$ cat config.mk
export PLATFORM = sky130hd
export DESIGN_NAME = sfd_ctrl
export DESIGN_NICKNAME = d
export VERILOG_FILES = /design/src/hdl/sfd_pkg.sv /design/src/hdl/sfd_ctrl.sv
export SDC_FILE = /design/constraint.sdc
export NUM_CORES = 1
export LEC_CHECK = 0
export ABC_CLOCK_PERIOD_IN_PS = 1450
export BUFFER_PORTS_ARGS = -buffer_cell sky130_fd_sc_hd__buf_4
export CAP_MARGIN = 10
export CELL_PAD_IN_SITES_DETAIL_PLACEMENT = 1
export CELL_PAD_IN_SITES_GLOBAL_PLACEMENT = 2
export CORE_UTILIZATION = 22
export CTS_CLUSTER_SIZE = 12
export DETAILED_ROUTE_END_ITERATION = 8
export HOLD_SLACK_MARGIN = 0.05
export PLACE_DENSITY = 0.83
export SLEW_MARGIN = 20
export SYNTH_ARGS = -nofsm -noshare
export SYNTH_HDL_FRONTEND = slang
export SYNTH_SLANG_ARGS = --single-unit
$ cat constraint.sdc
create_clock -name clk -period 1.45 [get_ports clk]
set_input_delay 0.29 -clock clk [delete_from_list [all_inputs] [get_ports clk]]
set_output_delay 0.29 -clock clk [all_outputs]
set_load 0.1 [all_outputs]
$ cat src/hdl/sfd_pkg.sv
// Shared types, codes and the build-time FIR tap tables of the streaming FIR decimator.
package sfd_pkg;

	localparam int SAMPLE_W    = 16;
	localparam int COEF_W      = 18;
	localparam int MAX_TAPS    = 129;
	localparam int ACC_W       = 48;
	localparam int MAX_RESULTS = 16;
	localparam int TAP_W       = 8;
	localparam int K_W         = 5;
	localparam int RCV_W       = 32;
	localparam int MID_W       = 34;
	localparam int POS_W       = 36;
	localparam int FRAC_BITS   = COEF_W - 1;

	localparam longint unsigned PI_Q30 = 64'd3373259426;
	localparam longint WIN_A = 64'sd579820585;
	localparam longint WIN_B = 64'sd493921239;

	typedef enum logic [1:0] {
		OP_PUSH    = 2'd0,
		OP_FINISH  = 2'd1,
		OP_RESTART = 2'd2
	} op_t;

	typedef enum logic [1:0] {
		ST_OK      = 2'd0,
		ST_DONE    = 2'd1,
		ST_INVALID = 2'd2
	} status_t;

	typedef enum logic [1:0] {
		DSEL_PASS = 2'd0,
		DSEL_DIV2 = 2'd1
	} dsel_t;

	typedef enum logic [2:0] {
		S_IDLE,
		S_DECIDE,
		S_STATUS,
		S_PUSH_CHK,
		S_MAC,
		S_DRAIN,
		S_RESULT,
		S_NEXT
	} state_t;

	typedef struct packed {
		logic    latch_in;
		logic    push_commit;
		logic    restart;
		logic    mac_start;
		logic    fin;
		logic    mac_step;
		logic    out_load;
		logic    out_has;
		status_t out_status;
		logic    out_last;
		logic    advance;
		logic    set_done;
	} cmd_t;

	typedef struct packed {
		logic [1:0] op;
		logic       done;
		logic       rcv_zero;
		logic       rcv_full;
		logic       push_emit;
		logic       flush_more;
		logic       flush_more_next;
		logic       tap_last;
		logic       mac_idle;
		logic       out_free;
	} sts_t;

	typedef logic signed [COEF_W-1:0] coef_tab_t [MAX_TAPS];

	function automatic longint unsigned mag64(longint a);
		return (a < 0) ? -a : a;
	endfunction

	// Shift-and-subtract quotient; only used while the tap tables are built.
	function automatic longint unsigned udiv64(longint unsigned a, longint unsigned b);
		longint unsigned q;
		longint unsigned r;
		q = '0;
		r = '0;
		for (int i = 63; i >= 0; i--) begin
			r = {r[62:0], a[i]};
			if (r >= b) begin
				r = r - b;
				q[i] = 1'b1;
			end
		end
		return q;
	endfunction

	// Sine of m/640 of a turn in Q30, Taylor series on the first quadrant.
	function automatic longint sin640(longint unsigned m);
		longint unsigned r;
		longint unsigned x;
		longint unsigned x2;
		longint unsigned term;
		longint unsigned den;
		longint s;
		bit neg;
		r = m - udiv64(m, 640) * 640;
		neg = 1'b0;
		if (r >= 320) begin
			neg = 1'b1;
			r = r - 320;
		end
		if (r > 160)
			r = 320 - r;
		x = udiv64(r * PI_Q30 + 160, 320);
		x2 = (x * x + (64'd1 << 29)) >> 30;
		term = x;
		s = x;
		for (int k = 1; k <= 7; k++) begin
			den = 64'((2 * k) * (2 * k + 1));
			term = udiv64((term * x2) >> 30, den);
			if (k % 2 == 1)
				s = s - longint'(term);
			else
				s = s + longint'(term);
		end
		return neg ? -s : s;
	endfunction

	function automatic longint mulq30(longint a, longint b);
		longint unsigned p;
		p = (mag64(a) * mag64(b) + (64'd1 << 29)) >> 30;
		return ((a < 0) != (b < 0)) ? -longint'(p) : longint'(p);
	endfunction

	// Hamming-windowed sinc taps, normalized to unity gain, for factor f (2 or 4).
	function automatic coef_tab_t build_taps(int f);
		coef_tab_t tab;
		longint raw [MAX_TAPS];
		longint tot;
		longint sp;
		longint sv;
		longint w;
		longint o;
		longint ao;
		longint unsigned totu;
		longint unsigned q;
		int n;
		int half;
		int fsh;
		int astep;
		int wstep;
		tab = '{default: '0};
		raw = '{default: 0};
		tot = 0;
		fsh = (f == 4) ? 2 : 1;
		n = 32 * f + 1;
		half = 16 * f;
		astep = 288 >> fsh;
		wstep = 20 >> fsh;
		for (int i = 0; i < n; i++) begin
			o = i - half;
			ao = (o < 0) ? -o : o;
			if (o == 0) begin
				sp = longint'(udiv64(longint'(astep) * PI_Q30 + 160, 320));
			end else begin
				// Truncating division of a signed value by a positive offset.
				sv = sin640(longint'(astep) * ao);
				q = udiv64(mag64(sv), ao);
				sp = (sv < 0) ? -longint'(q) : longint'(q);
			end
			w = WIN_A - mulq30(WIN_B, sin640(longint'(wstep * i + 160)));
			raw[i] = mulq30(sp, w);
			tot = tot + raw[i];
		end
		if (tot <= 0)
			tot = 1;
		totu = tot;
		for (int i = 0; i < n; i++) begin
			q = udiv64((mag64(raw[i]) << FRAC_BITS) + (totu >> 1), totu);
			tab[i] = COEF_W'((raw[i] < 0) ? -longint'(q) : longint'(q));
		end
		return tab;
	endfunction

	localparam coef_tab_t COEF_F2 = build_taps(2);
	localparam coef_tab_t COEF_F4 = build_taps(4);

endpackage

$ cat src/hdl/sfd_ctrl.sv
// Sequencing state machine of the streaming FIR decimator.
module sfd_ctrl (
	input  logic          clk,
	input  logic          arst_n,
	input  logic          in_valid,
	output logic          in_ready,
	input  sfd_pkg::sts_t sts,
	output sfd_pkg::cmd_t cmd
);

	sfd_pkg::state_t  state_q, state_d;
	sfd_pkg::status_t stat_q, stat_d;
	logic             fin_q, fin_d;

	always_ff @(posedge clk or negedge arst_n) begin
		if (!arst_n) begin
			state_q <= sfd_pkg::S_IDLE;
			stat_q  <= sfd_pkg::ST_OK;
			fin_q   <= 1'b0;
		end else begin
			state_q <= state_d;
			stat_q  <= stat_d;
			fin_q   <= fin_d;
		end
	end

	// Next state.
	always_comb begin
		state_d = state_q;
		case (state_q)
			sfd_pkg::S_IDLE: begin
				if (in_valid)
					state_d = sfd_pkg::S_DECIDE;
			end
			sfd_pkg::S_DECIDE: begin
				state_d = sfd_pkg::S_STATUS;
				if (sts.op == sfd_pkg::OP_PUSH && !sts.done && !sts.rcv_full)
					state_d = sfd_pkg::S_PUSH_CHK;
				else if (sts.op == sfd_pkg::OP_FINISH && !sts.done && !sts.rcv_zero &&
				         sts.flush_more)
					state_d = sfd_pkg::S_MAC;
			end
			sfd_pkg::S_PUSH_CHK: begin
				state_d = sts.push_emit ? sfd_pkg::S_MAC : sfd_pkg::S_STATUS;
			end
			sfd_pkg::S_STATUS: begin
				if (sts.out_free)
					state_d = sfd_pkg::S_IDLE;
			end
			sfd_pkg::S_MAC: begin
				if (sts.tap_last)
					state_d = sfd_pkg::S_DRAIN;
			end
			sfd_pkg::S_DRAIN: begin
				if (sts.mac_idle)
					state_d = sfd_pkg::S_RESULT;
			end
			sfd_pkg::S_RESULT: begin
				if (sts.out_free)
					state_d = fin_q ? sfd_pkg::S_NEXT : sfd_pkg::S_IDLE;
			end
			sfd_pkg::S_NEXT: begin
				state_d = sts.flush_more ? sfd_pkg::S_MAC : sfd_pkg::S_IDLE;
			end
			default: state_d = sfd_pkg::S_IDLE;
		endcase
	end

	// Outputs and command strobes.
	always_comb begin
		cmd      = '0;
		in_ready = 1'b0;
		stat_d   = stat_q;
		fin_d    = fin_q;
		case (state_q)
			sfd_pkg::S_IDLE: begin
				in_ready     = 1'b1;
				cmd.latch_in = in_valid;
			end
			sfd_pkg::S_DECIDE: begin
				fin_d = 1'b0;
				case (sts.op)
					sfd_pkg::OP_PUSH: begin
						if (sts.done)
							stat_d = sfd_pkg::ST_DONE;
						else if (sts.rcv_full)
							stat_d = sfd_pkg::ST_INVALID;
						else
							cmd.push_commit = 1'b1;
					end
					sfd_pkg::OP_FINISH: begin
						if (sts.done) begin
							stat_d = sfd_pkg::ST_DONE;
						end else if (sts.rcv_zero) begin
							stat_d = sfd_pkg::ST_INVALID;
						end else if (sts.flush_more) begin
							cmd.mac_start = 1'b1;
							cmd.fin       = 1'b1;
							fin_d         = 1'b1;
						end else begin
							cmd.set_done = 1'b1;
							stat_d       = sfd_pkg::ST_OK;
						end
					end
					sfd_pkg::OP_RESTART: begin
						cmd.restart = 1'b1;
						stat_d      = sfd_pkg::ST_OK;
					end
					default: stat_d = sfd_pkg::ST_INVALID;
				endcase
			end
			sfd_pkg::S_PUSH_CHK: begin
				stat_d = sfd_pkg::ST_OK;
				cmd.mac_start = sts.push_emit;
			end
			sfd_pkg::S_STATUS: begin
				cmd.out_load   = sts.out_free;
				cmd.out_status = stat_q;
				cmd.out_last   = 1'b1;
			end
			sfd_pkg::S_MAC: begin
				cmd.mac_step = 1'b1;
			end
			sfd_pkg::S_RESULT: begin
				cmd.out_load   = sts.out_free;
				cmd.out_has    = 1'b1;
				cmd.out_status = sfd_pkg::ST_OK;
				cmd.out_last   = !(fin_q && sts.flush_more_next);
				cmd.advance    = sts.out_free;
			end
			sfd_pkg::S_NEXT: begin
				// A flush continues while outputs remain and the result budget lasts.
				cmd.mac_start = sts.flush_more;
				cmd.fin       = 1'b1;
				cmd.set_done  = !sts.flush_more;
			end
			default: cmd = '0;
		endcase
	end

endmodule

==> qor.csv <==
metric,value,unit
dieArea,2810,um2
fin_nets,148,
grt_pass1_wl,3.86,mm
worstReg2RegStart,state_q[2],
vias,811,
drive_gt1_share,69.7,%
avgSynthCellArea,7.43,um2
routed_wl,2.30,mm
post-route-drc-count,0,
grt_max_degree,14,
core,2480,um2
h-tree-depth,1,
n_fill_cell,277,
placedCellCount,151,
critPathLaunch,state_q[2],
reg2regPathDepth,4,
max_freq,564,MHz
drtIter0Drc,5,
synth-seq-cells,6,
cts_tree,yes,
yosysUniqueCellTypes,32,
die_w,53.0,um
setup_viol,14,
violations,negative setup slack,
ios,28,
yosysWarnings,0,
clock_tree.root_cell,clkbuf_4,
port_buffers,27,
reg2reg_slack,20,ps
worst_slack,-324,ps
tns,-3280,ps
cts_buffers,3,
path_clk_slew,50,ps
num_rows,18,
status,finished with violations,
hp-class,input port to flop,
p_leak,0.568,nW
start_kind,flop,
required,1160,ps
synthCells,77,
fin_crit,1770,ps
netlist_area,572,um2
r2r_end,state_q[1],
final_max_slew_viol_count,0,
grt-ovfl-total,0,
place_congestion,0.791,
period_share,122,%
first_pass_iters,4,
syn-num-nets,91,
skew,8.12,ps
rsz0062_at_grt,yes,
maxCapViolCount,0,
clk_latency,250,ps
grt_pass1_vias,862,
ys_seq_area_share,26.3,%
cts_sinks,6,
fin_cells,162,
antenna_found_initial,0,
crit_end,cmd[11],
ir_worst_vdd,2.06,mV
dp_hpwl,1.70,mm
cp_max_fo,8,
wl_per_cell,14.2,um
critPathArrivalTime,1480,ps
powerDensity,1940,nW/um2
dieHeight,53.0,um
area_growth,144,%
min_from,sts[4],
ant_nets,0,
max-slew-margin-rel,85.2,%
viasPerCell,5.01,
clock_path_buffers,2,
diodes,0,
worst_pin_slew,221,ps
hold_viol_final,0,
grt_use_total,18.9,%
start_util,23.1,%
cp-end-kind,output pin,
path_class,flop to output pin,
flip-flops by register name (all words and copies together) (netlist names):
register,count
state_q,3
stat_q,2
fin_q,1
per-stage QoR:
step | hold WS (ps) | utilization, % | worst slack, ps | total power [mW] | instance area, um2
6_report | 373 | 56.4 | -324 | 2.72 | 1400
5_1_grt | 391 | 56.4 | -362 | 2.85 | 1400
4_1_cts | 354 | 55.6 | -310 | 2.68 | 1380
3_5_place_dp | 105 | 43.2 | -280 | 2.01 | 1070
3_3_place_gp | 103 | 43.2 | -260 | 1.98 | 1070
2_1_floorplan | -5.59 | - | -724 | 1.58 | 719
critical path, cell delays in order (launching register included):
cell     delay [ps]
dfrtp_2         490
or3b_4          440
nor2_4          120
buf_12          180
synth_stat cells:
master    number  area (um2)
nand2_1       13        48.8
nor2_1         8        30.0
dfrtp_1        6         150
nand2b_1       4        25.0
nand3_1        4        20.0
a21oi_1        3        15.0
and2_1         3        18.8
inv_1          3        11.3
a21boi_0       2        15.0
and3_1         2        12.5
buf_2          2        10.0
clkbuf_1       2        7.51
mux2_2         2        22.5
nor2b_1        2        12.5
nor3_1         2        10.0
o21ai_0        2        10.0
o22a_1         2        17.5
a211oi_1       1        7.51
a221oi_1       1        8.76
a31o_2         1        8.76
a31oi_1        1        6.26
mux2i_1        1        10.0
nand3b_1       1        7.51
nand4_1        1        6.26
nor4b_2        1        15.0
o211ai_1       1        7.51
o21ba_1        1        10.0
o221ai_1       1        8.76
o22ai_2        1        12.5
or2_2          1        6.26
or3b_1         1        8.76
or4_4          1        11.3
cell usage in the layout (no fill, tap or decap), drive strengths merged, types with 2 or more instances in the layout:
| cell | instances |
|---|---|
| a21oi | 3 |
| inv | 2 |
| buf | 55 |
| nand2 | 13 |
| nor2 | 8 |
| o21ai | 2 |
| and3 | 2 |
| nand3 | 4 |
| mux2 | 2 |
| dfrtp | 6 |
| nor2b | 2 |
| and2 | 3 |
| nand2b | 4 |
| a21boi | 2 |
| clkbuf | 3 |
| nor3 | 2 |
| o22a | 2 |
worst min-delay path by stage:
stage	cells after the start	slack [ps]	end
after floorplan	0	-6	fin_q
after global placement	1	100	state_q[1]
after detailed placement	1	100	state_q[1]
after CTS	3	350	state_q[2]
after global routing	3	390	state_q[2]
final	3	370	state_q[2]
metal layers:
| metal | wire length [um] | vias to the layer above | part of all wire (%) | GRT usage (%) |
|---|---|---|---|---|
| met3 | 63 | 4 | 2.7 | 0.862 |
| met1 | 875 | 395 | 38 | 20.4 |
| met4 | 42 | 0 | 1.8 | 6.58 |
| met5 | 0 | - | 0 | 0 |
| met2 | 1320 | 27 | 57 | 38.0 |
| li1 | - | 385 | - | - |
cell families (layout without fill, tap and decap cells):
group                  Yosys count  count (layout)  share of synthesized area [%]
AOI/OAI and AO/OA               17              17                           22.3
DFF                              6               6                           26.3
muxes                            3               3                           5.69
and+or+nand+nor                 44              44                           40.7
buffers and inverters            7              62                           5.03
power breakdown:
part | total, mW | switching, mW | internal, mW
Clock | 0.158 | 0.0638 | 0.0938
Sequential | 0.338 | 0.102 | 0.236
Combinational | 2.22 | 1.25 | 0.966
Total | 2.72 | 1.42 | 1.30
cell type report:
class,instances,area (um2),share of cell area (%)
Inverter,3,17.5,1.25
Timing Repair Buffer,56,613,43.9
Clock buffer,3,22.5,1.61
Multi-Input combinational cell,64,553,39.6
Sequential cell,6,154,11.0
Tap cell,30,37.5,2.69
timing repair:
item	in CTS	in global routing
buffers inserted	7	0
endpoints found under the setup margin	15	15
hold endpoints to repair	6	0
hold buffers	1	0
pin swaps	6	6
resized for setup	58	5
(Power assumes the default switching activity.)
